<file path="src/design/rgbh_pkg.sv">
// Shared constants, pipeline payload types and the division step for the RGB to HSV core.
package rgbh_pkg;

    localparam logic [5:0] C_HUE_STEP  = 6'd43;
    localparam logic [7:0] C_HUE_RED   = 8'd0;
    localparam logic [7:0] C_HUE_GREEN = 8'd85;
    localparam logic [7:0] C_HUE_BLUE  = 8'd171;

    // Number of restoring division steps, one quotient bit each.
    localparam int C_DIV_STEPS = 8;

    // Index of the last divider stage; stages 0 and 1 sit in the front end.
    localparam int C_LAST = C_DIV_STEPS + 1;

    // Result of the min/max stage.
    typedef struct packed {
        logic [7:0] hi;
        logic [7:0] span;
        logic [7:0] mag;
        logic       neg;
        logic [7:0] base;
    } t_front;

    // One division lane: partial remainder, numerator low bits that turn
    // into quotient bits as they shift out, and the divisor.
    typedef struct packed {
        logic [7:0] r;
        logic [7:0] nq;
        logic [7:0] d;
    } t_lane;

    // Values that ride along the divider without change.
    typedef struct packed {
        logic [7:0] brightness;
        logic [7:0] base;
        logic       neg;
        logic       hue_zero;
        logic       sat_zero;
    } t_side;

    typedef struct packed {
        t_lane sat;
        t_lane hue;
        t_side side;
    } t_div_stage;

    // One restoring step: shift in the next numerator bit, subtract the
    // divisor when it fits, and shift the quotient bit into the low end.
    function automatic t_lane f_div_step(input t_lane l);
        logic [8:0] t;
        logic       q;
        t_lane      o;
        t = {l.r, l.nq[7]};
        q = (t >= {1'b0, l.d});
        o.d = l.d;
        if (q) begin
            o.r = 8'(t - {1'b0, l.d});
        end else begin
            o.r = t[7:0];
        end
        o.nq = {l.nq[6:0], q};
        return o;
    endfunction

endpackage

</file>
<file path="src/design/rgbh_pix_if.sv">
// Input channel carrying one RGB pixel with a valid/ready handshake.
interface rgbh_pix_if;
    logic       valid;
    logic       ready;
    logic [7:0] red;
    logic [7:0] green;
    logic [7:0] blue;

    modport source (output valid, output red, output green, output blue, input ready);
    modport sink   (input valid, input red, input green, input blue, output ready);
endinterface

</file>
<file path="src/design/rgbh_hsv_if.sv">
// Output channel carrying one HSV result with a valid/ready handshake.
interface rgbh_hsv_if;
    logic              valid;
    logic              ready;
    logic signed [8:0] hue;
    logic        [7:0] saturation;
    logic        [7:0] brightness;

    modport source (output valid, output hue, output saturation, output brightness,
                    input ready);
    modport sink   (input valid, input hue, input saturation, input brightness,
                    output ready);
endinterface

</file>
<file path="src/design/rgb_to_hsv_8bit_core.sv">
// Top level of the pipelined 8-bit RGB to HSV converter.
//
// A pixel request on i_pix (red, green, blue) is accepted when valid and
// ready are both high. Each request yields exactly one result on o_hsv:
// hue (signed, -43..214), saturation and brightness, all on a 0..255 scale.
// The core takes one pixel per clock while the receiver takes results. The
// path holds eleven registers: min/max, loaded at the accepting edge, the
// numerators, eight for the restoring divider (one quotient bit per stage,
// saturation and hue side by side) and the output register.
// Every stage carries its own valid bit and moves whenever the stage after
// it is empty or moving, so a stalled receiver holds the output register
// while empty stages further back keep filling. i_pix.ready drops only when
// every stage holds a pixel and the receiver is not taking the result.
// A synchronous reset on i_rst_n empties the pipeline; data registers are not reset.
module rgb_to_hsv_8bit_core
    import rgbh_pkg::*;
(
    input  logic       i_clk,
    input  logic       i_rst_n,
    rgbh_pix_if.sink   i_pix,
    rgbh_hsv_if.source o_hsv
);

    logic       w_valid [0:C_LAST];
    logic       w_en    [0:C_LAST];
    t_div_stage w_stage [1:C_LAST];
    logic       w_en_out;

    logic              r_out_valid;
    logic signed [8:0] r_hue;
    logic        [7:0] r_sat;
    logic        [7:0] r_bri;
    logic signed [8:0] n_hue;
    logic        [7:0] n_sat;
    logic signed [8:0] w_q_hue;

    always_comb begin
        w_en_out     = !r_out_valid || o_hsv.ready;
        w_en[C_LAST] = !w_valid[C_LAST] || w_en_out;
        for (int k = C_LAST - 1; k >= 0; k--) begin
            w_en[k] = !w_valid[k] || w_en[k + 1];
        end
    end

    assign i_pix.ready = w_en[0];

    rgbh_front u_front (
        .i_clk     (i_clk),
        .i_rst_n   (i_rst_n),
        .i_en_a    (w_en[0]),
        .i_en_b    (w_en[1]),
        .i_valid   (i_pix.valid),
        .i_red     (i_pix.red),
        .i_green   (i_pix.green),
        .i_blue    (i_pix.blue),
        .o_valid_a (w_valid[0]),
        .o_valid_b (w_valid[1]),
        .o_stage   (w_stage[1])
    );

    for (genvar g = 0; g < C_DIV_STEPS; g++) begin : g_div
        rgbh_div_step u_step (
            .i_clk   (i_clk),
            .i_rst_n (i_rst_n),
            .i_en    (w_en[g + 2]),
            .i_valid (w_valid[g + 1]),
            .i_stage (w_stage[g + 1]),
            .o_valid (w_valid[g + 2]),
            .o_stage (w_stage[g + 2])
        );
    end

    // The hue quotient is the magnitude; the sign of the channel difference
    // is applied afterwards so the division truncates toward zero.
    always_comb begin
        w_q_hue = $signed({1'b0, w_stage[C_LAST].hue.nq});
        if (w_stage[C_LAST].side.hue_zero) begin
            n_hue = 9'sd0;
        end else if (w_stage[C_LAST].side.neg) begin
            n_hue = $signed({1'b0, w_stage[C_LAST].side.base}) - w_q_hue;
        end else begin
            n_hue = $signed({1'b0, w_stage[C_LAST].side.base}) + w_q_hue;
        end
        n_sat = w_stage[C_LAST].side.sat_zero ? 8'd0 : w_stage[C_LAST].sat.nq;
    end

    always_ff @(posedge i_clk) begin
        if (!i_rst_n) begin
            r_out_valid <= 1'b0;
        end else if (w_en_out) begin
            r_out_valid <= w_valid[C_LAST];
        end
    end

    always_ff @(posedge i_clk) begin
        if (w_en_out) begin
            r_hue <= n_hue;
            r_sat <= n_sat;
            r_bri <= w_stage[C_LAST].side.brightness;
        end
    end

    assign o_hsv.valid      = r_out_valid;
    assign o_hsv.hue        = r_hue;
    assign o_hsv.saturation = r_sat;
    assign o_hsv.brightness = r_bri;

    // A grey or black pixel never carries a hue.
    a_grey_no_hue: assert property (@(posedge i_clk) disable iff (!i_rst_n)
        (o_hsv.valid && o_hsv.saturation == 8'd0) |-> (o_hsv.hue == 9'sd0))
        else $error("hue set on a pixel without saturation");

    // A black pixel has no saturation.
    a_black_no_sat: assert property (@(posedge i_clk) disable iff (!i_rst_n)
        (o_hsv.valid && o_hsv.brightness == 8'd0) |-> (o_hsv.saturation == 8'd0))
        else $error("saturation set on a black pixel");

    // Hue stays within the unwrapped range.
    a_hue_range: assert property (@(posedge i_clk) disable iff (!i_rst_n)
        o_hsv.valid |-> (o_hsv.hue >= -9'sd43 && o_hsv.hue <= 9'sd214))
        else $error("hue out of range");

    // The input is held off only while a result waits on a stalled receiver.
    a_backpressure_source: assert property (@(posedge i_clk) disable iff (!i_rst_n)
        !i_pix.ready |-> (o_hsv.valid && !o_hsv.ready))
        else $error("input stalled without a stalled output");

endmodule

</file>
<file path="src/design/rgbh_front.sv">
// Min/max and sector selection stage followed by the numerator setup stage.
module rgbh_front
    import rgbh_pkg::*;
(
    input  logic       i_clk,
    input  logic       i_rst_n,
    input  logic       i_en_a,
    input  logic       i_en_b,
    input  logic       i_valid,
    input  logic [7:0] i_red,
    input  logic [7:0] i_green,
    input  logic [7:0] i_blue,
    output logic       o_valid_a,
    output logic       o_valid_b,
    output t_div_stage o_stage
);

    logic       r_valid_a;
    logic       r_valid_b;
    t_front     r_front;
    t_front     n_front;
    t_div_stage r_stage;
    t_div_stage n_stage;

    logic [7:0]        w_hi;
    logic [7:0]        w_lo;
    logic signed [8:0] w_diff;
    logic [15:0]       w_num_sat;
    logic [15:0]       w_num_hue;

    always_comb begin
        w_hi = (i_red > i_green) ? i_red : i_green;
        if (i_blue > w_hi) begin
            w_hi = i_blue;
        end
        w_lo = (i_red < i_green) ? i_red : i_green;
        if (i_blue < w_lo) begin
            w_lo = i_blue;
        end

        // Red wins ties with green and blue, then green wins over blue.
        if (w_hi == i_red) begin
            w_diff = $signed({1'b0, i_green}) - $signed({1'b0, i_blue});
            n_front.base = C_HUE_RED;
        end else if (w_hi == i_green) begin
            w_diff = $signed({1'b0, i_blue}) - $signed({1'b0, i_red});
            n_front.base = C_HUE_GREEN;
        end else begin
            w_diff = $signed({1'b0, i_red}) - $signed({1'b0, i_green});
            n_front.base = C_HUE_BLUE;
        end

        n_front.hi   = w_hi;
        n_front.span = w_hi - w_lo;
        n_front.neg  = w_diff[8];
        n_front.mag  = w_diff[8] ? 8'(-w_diff) : w_diff[7:0];
    end

    always_comb begin
        w_num_sat = {r_front.span, 8'd0} - {8'd0, r_front.span};
        w_num_hue = {8'd0, r_front.mag} * {10'd0, C_HUE_STEP};

        // The high byte of each numerator is already below its divisor, so
        // eight steps leave the full quotient.
        n_stage.sat.r  = w_num_sat[15:8];
        n_stage.sat.nq = w_num_sat[7:0];
        n_stage.sat.d  = r_front.hi;
        n_stage.hue.r  = w_num_hue[15:8];
        n_stage.hue.nq = w_num_hue[7:0];
        n_stage.hue.d  = r_front.span;

        n_stage.side.brightness = r_front.hi;
        n_stage.side.base       = r_front.base;
        n_stage.side.neg        = r_front.neg;
        n_stage.side.hue_zero   = (r_front.span == 8'd0);
        n_stage.side.sat_zero   = (r_front.hi == 8'd0);
    end

    always_ff @(posedge i_clk) begin
        if (!i_rst_n) begin
            r_valid_a <= 1'b0;
            r_valid_b <= 1'b0;
        end else begin
            if (i_en_a) begin
                r_valid_a <= i_valid;
            end
            if (i_en_b) begin
                r_valid_b <= r_valid_a;
            end
        end
    end

    always_ff @(posedge i_clk) begin
        if (i_en_a) begin
            r_front <= n_front;
        end
        if (i_en_b) begin
            r_stage <= n_stage;
        end
    end

    assign o_valid_a = r_valid_a;
    assign o_valid_b = r_valid_b;
    assign o_stage   = r_stage;

endmodule

</file>
<file path="src/design/rgbh_div_step.sv">
// One register stage of the two-lane restoring divider.
module rgbh_div_step
    import rgbh_pkg::*;
(
    input  logic       i_clk,
    input  logic       i_rst_n,
    input  logic       i_en,
    input  logic       i_valid,
    input  t_div_stage i_stage,
    output logic       o_valid,
    output t_div_stage o_stage
);

    logic       r_valid;
    t_div_stage r_stage;
    t_div_stage n_stage;

    always_comb begin
        n_stage.sat  = f_div_step(i_stage.sat);
        n_stage.hue  = f_div_step(i_stage.hue);
        n_stage.side = i_stage.side;
    end

    always_ff @(posedge i_clk) begin
        if (!i_rst_n) begin
            r_valid <= 1'b0;
        end else if (i_en) begin
            r_valid <= i_valid;
        end
    end

    always_ff @(posedge i_clk) begin
        if (i_en) begin
            r_stage <= n_stage;
        end
    end

    assign o_valid = r_valid;
    assign o_stage = r_stage;

endmodule
</file>
<file path="src/flat_wrapper.sv">
// flat-port wrapper written by rule: the top's interface ports become plain ports
module rgb_to_hsv_8bit_core_flat import rgbh_pkg::*;
  (i_clk, i_rst_n, i_pix_valid, i_pix_red, i_pix_green, i_pix_blue, i_pix_ready, o_hsv_valid, o_hsv_hue, o_hsv_saturation, o_hsv_brightness, o_hsv_ready);
  rgbh_pix_if i_pix_i ();
  rgbh_hsv_if o_hsv_i ();
  input  logic i_clk;
  input  logic i_rst_n;
  input wire logic [$bits(i_pix_i.valid)-1:0] i_pix_valid;
  input wire logic [$bits(i_pix_i.red)-1:0] i_pix_red;
  input wire logic [$bits(i_pix_i.green)-1:0] i_pix_green;
  input wire logic [$bits(i_pix_i.blue)-1:0] i_pix_blue;
  output wire logic [$bits(i_pix_i.ready)-1:0] i_pix_ready;
  output wire logic [$bits(o_hsv_i.valid)-1:0] o_hsv_valid;
  output wire logic [$bits(o_hsv_i.hue)-1:0] o_hsv_hue;
  output wire logic [$bits(o_hsv_i.saturation)-1:0] o_hsv_saturation;
  output wire logic [$bits(o_hsv_i.brightness)-1:0] o_hsv_brightness;
  input wire logic [$bits(o_hsv_i.ready)-1:0] o_hsv_ready;
  assign i_pix_i.valid = i_pix_valid;
  assign i_pix_i.red = i_pix_red;
  assign i_pix_i.green = i_pix_green;
  assign i_pix_i.blue = i_pix_blue;
  assign i_pix_ready = i_pix_i.ready;
  assign o_hsv_valid = o_hsv_i.valid;
  assign o_hsv_hue = o_hsv_i.hue;
  assign o_hsv_saturation = o_hsv_i.saturation;
  assign o_hsv_brightness = o_hsv_i.brightness;
  assign o_hsv_i.ready = o_hsv_ready;
  rgb_to_hsv_8bit_core u_core (.i_clk(i_clk), .i_rst_n(i_rst_n), .i_pix(i_pix_i), .o_hsv(o_hsv_i));
endmodule
</file>
<file path="config.mk">
export PLATFORM = sky130hd
export DESIGN_NAME = rgb_to_hsv_8bit_core_flat
export DESIGN_NICKNAME = d
export VERILOG_FILES = /design/src/design/rgbh_pkg.sv /design/src/design/rgbh_pix_if.sv /design/src/design/rgbh_hsv_if.sv /design/src/design/rgb_to_hsv_8bit_core.sv /design/src/design/rgbh_front.sv /design/src/design/rgbh_div_step.sv /design/src/flat_wrapper.sv
export SDC_FILE = /design/constraint.sdc
export NUM_CORES = 1
export LEC_CHECK = 0
export BUFFER_PORTS_ARGS = -buffer_cell sky130_fd_sc_hd__buf_2
export CAP_MARGIN = 20
export CELL_PAD_IN_SITES_DETAIL_PLACEMENT = 1
export CELL_PAD_IN_SITES_GLOBAL_PLACEMENT = 1
export CORE_MARGIN = 2
export CORE_UTILIZATION = 30
export CTS_CLUSTER_DIAMETER = 50
export DETAILED_ROUTE_END_ITERATION = 10
export HOLD_SLACK_MARGIN = 0.06
export PLACE_DENSITY = 0.5
export SYNTH_ARGS = -nofsm -noshare
export SYNTH_HDL_FRONTEND = slang
export SYNTH_SLANG_ARGS = --single-unit
</file>
<file path="constraint.sdc">
create_clock -name i_clk -period 6.5 [get_ports i_clk]
set_clock_uncertainty 0.15 [all_clocks]
set_input_delay 1.3 -clock i_clk [delete_from_list [all_inputs] [get_ports i_clk]]
set_output_delay 1.3 -clock i_clk [all_outputs]
set_load 0.01 [all_outputs]
</file>
==> summary.txt <==
Logic synthesis
  • Cell variety after synth: 63
  • Most frequent cell after synthesis: edfxtp_1
  • Post-synthesis cell count: 2054
  • Share of the synthesized area in the top cell type: 0.584
  • Leading area contributor after synthesis: edfxtp_1
  • Largest cells by area after synthesis: edfxtp_1 58%, ha_1 10%, inv_1 3.9%
  • Main synth FF type: edfxtp_1
  • Mapped cell area: 26000 µm²
  • Post-synth top cells: 505 x edfxtp_1, 270 x inv_1, 218 x ha_1, 152 x o21ai_0, 123 x nand2_1
  • Yosys reg bits: 516
  • Asr flop ratio synth: 0
  • Synthesized Nets: 2328
  • Synth warn: 0
  • Synth Area per Inst: 12.6 µm²
  • Post-synth EDFFs: 505
  • Seq/Total Area, Yosys: 0.592

Die
  • Num ports: 55
  • Die Wd: 298 µm
  • Die Y: 298 µm
  • Starting Density: 0.304
  • DIE AREA: 89000 µm²
  • CORE AREA: 85500 µm²
  • Number of core rows: 107

Placed design
  • Dpl cells: 3300
  • DPL Wire Length: 43.4 mm
  • Dpl ws: -0.0132 ns
  • IO Port Bufs: 54
  • GPL Wtd Cong: 0.830

Routing
  • Wirelength per Cell: 16.2 µm
  • Drt drc: 0
  • Total number of vias: 15500
  • 1st-pass router iterations: 4
  • WL final: 55.5 mm
  • Detail Route Antenna Nets: 0
  • Starting DRT DRC Count: 481
  • Vias/cell: 4.53

Finish
  • Fillers: 9080
  • Nets: 2503
  • Layout area overhead: 17.7%
  • Antenna cells: 0
  • Register area: 15400 µm²
  • Area of the multi-input gates: 9510 µm²
  • Final core occ: 0.357
  • Finished Layout Cells: 3428
  • Share of cells above drive strength 1: 0.124

Setup path
  • CP max-delay cell: or3_4
  • WS Path Type: input port to register
  • Reg2reg end: u_core.u_front.o_stage[40]$_DFFE_PP_
  • Critical path buffer and inverter count: 5
  • Critical Path End Type: register
  • Crit path DAT: 6.10 ns
  • Worst Path Required: 6.70 ns
  • Slowest stage delay, CP: 0.48 ns
  • Reg2Reg Setup Slack: 2.43 ns
  • Reg2reg start: u_core.u_front.r_front[13]$_DFFE_PP_
  • Setup crit start kind: input port
  • Cell family with most CP delay: simple AND/OR/NAND/NOR gates
  • FF-to-FF path depth: 15
  • Critical Path Fanout Max: 11

Clock network
  • Root buffer cell: clkbuf_16
  • PostCTS Resize Cnt: 0
  • Htree depth: 3
  • Skew-Pair Late Insertion Delay: 0.60 ns
  • CTS buffer count: 69
  • Postcts setup bufs: 0
  • Clk slew on worst S/H paths: 0.06 ns
  • CTS tree: built
  • CTS Sinks: 516
  • Cts-stage hold buffer count: 0
  • Clk buf depth: 3

Power
  • Max IR drop VDD: 248 µV
  • Pwr Density: 562 nW/µm²
  • Switching power: 6020 µW
  • Lkg Pwr: 0.0129 µW
  • Share of power burned in registers: 0.381
  • Sw Share: 0.351
  • Internal power: 11200 µW
  • Clock Power Share: 0.212
  • Combinational Power Share: 0.407

Timing
  • Max-slew violation count: 0
  • Post-route worst setup slack: 0.605 ns
  • Final hold violations: 0
  • Final setup viols: 0
  • RSZ-0062 raised after global routing: false
  • Fmax: 170 MHz
  • Worst-Margin Slew: 1.01 ns
  • Hold slack: 0.252 ns
  • Minimum period implied by the final worst setup slack: 5.89 ns
  • Slew HR: 0.328
  • Fin crit share: 0.907

Min path
  • Hold Path End: u_core.g_div[2].u_step.o_stage[32]$_DFFE_PP_
  • Min-delay src: u_core.g_div[1].u_step.o_stage[31]$_DFFE_PP_
  • Hold depth: 0
  • HP Class: register to register

Global routing
  • GR Overflow Total: 0
  • Vias in the first global route: 17100
  • Global-route wire length before repair: 89.5 mm
  • GR Util All Layers: 0.126
  • Antenna violations before repair: 0
  • Pin count of the biggest net entering global routing: 55

Outcome
  • Outcome: finished clean

Job
  • Max-cap viol count: 0
## routing by layer
metal  part of all wire  track usage
met1               0.42        0.139
met2               0.52        0.239
met3              0.032       0.0236
met4              0.028       0.0450
met5                  0            0
## cell usage in the layout (no fill, tap or decap), types with 48 or more instances in the layout
cell type	n
clkbuf_16	71
edfxtp_1	505
nand2_1	119
buf_4	78
inv_1	264
buf_2	54
xnor2_1	66
a21oi_1	74
xor2_1	48
nor2b_1	67
nor2_1	100
ha_1	215
o21ai_0	151
## flip-flops by register name (all words and copies together) (netlist names)
| signal | cells |
|---|---|
| u_core.u_front.o_valid_a | 1 |
| u_core.o_hsv.valid | 1 |
| u_core.o_hsv.hue | 9 |
| u_core.g_div.u_step.o_valid | 8 |
| u_core.u_front.o_valid_b | 1 |
| u_core.u_front.r_front | 8 |
| u_core.g_div.u_step.o_stage | 401 |
| u_core.u_front.o_stage | 51 |
| u_core.u_front.n_stage | 20 |
| u_core.o_hsv.saturation | 8 |
| u_core.o_hsv.brightness | 8 |
## how the worst max path moves through the flow
stage                               from                              endpoint  slack [ns]  cells after the start
after floorplan           i_pix_green[4]  u_core.u_front.n_stage[26]$_DFFE_PP_       0.009                     31
after global routing      i_pix_green[6]  u_core.u_front.n_stage[25]$_DFFE_PP_        0.25                     27
after detailed placement  i_pix_green[5]  u_core.u_front.n_stage[25]$_DFFE_PP_       -0.01                     26
after CTS                 i_pix_green[5]  u_core.u_front.n_stage[25]$_DFFE_PP_        0.65                     26
after global placement    i_pix_green[6]  u_core.u_front.n_stage[26]$_DFFE_PP_        0.09                     27
final                     i_pix_green[5]  u_core.u_front.n_stage[25]$_DFFE_PP_        0.61                     26
## power groups by stage
stage | Sequential, µW | Clock [µW] | Combinational (µW)
3_5_place_dp | 6650 | 0 | 7090
3_3_place_gp | 6620 | 0 | 6860
4_1_cts | 6590 | 3780 | 7150
6_report | 6540 | 3650 | 6990
2_1_floorplan | 6290 | 0 | 5360
5_1_grt | 6720 | 3910 | 8110
## cells by family (layout without fill, tap and decap cells)
family / count (synthesis) / in the layout / synth area share
buffers and inverters: 304 / 534 / 0.0451
flip-flops: 516 / 516 / 0.592
multiplexers: 44 / 44 / 0.0178
AND/OR/NAND/NOR: 431 / 431 / 0.0838
AO/OA/AOI/OAI: 399 / 399 / 0.0961
XOR/XNOR: 114 / 114 / 0.0384
adder cells (fa/ha/maj): 246 / 246 / 0.127
## through the flow
step / setup TNS, ns / total power [µW] / instance area (µm²)
after floorplan: 0 / 11600 / 26100
after global placement: 0 / 13500 / 28200
after detailed placement: -0.0132 / 13700 / 28300
after CTS: 0 / 17500 / 30500
after global routing: 0 / 18700 / 30600
final: 0 / 17200 / 30600
## area by class of cell
class                      count  share of cell area
tap                         1144              0.0468
clock buffer                  84              0.0604
timing repair buffer         138              0.0322
clock inverter                42              0.0134
sequential                   516               0.503
inverter                     270              0.0331
multi-input combinational   1234               0.311
(Power assumes the default switching activity.)
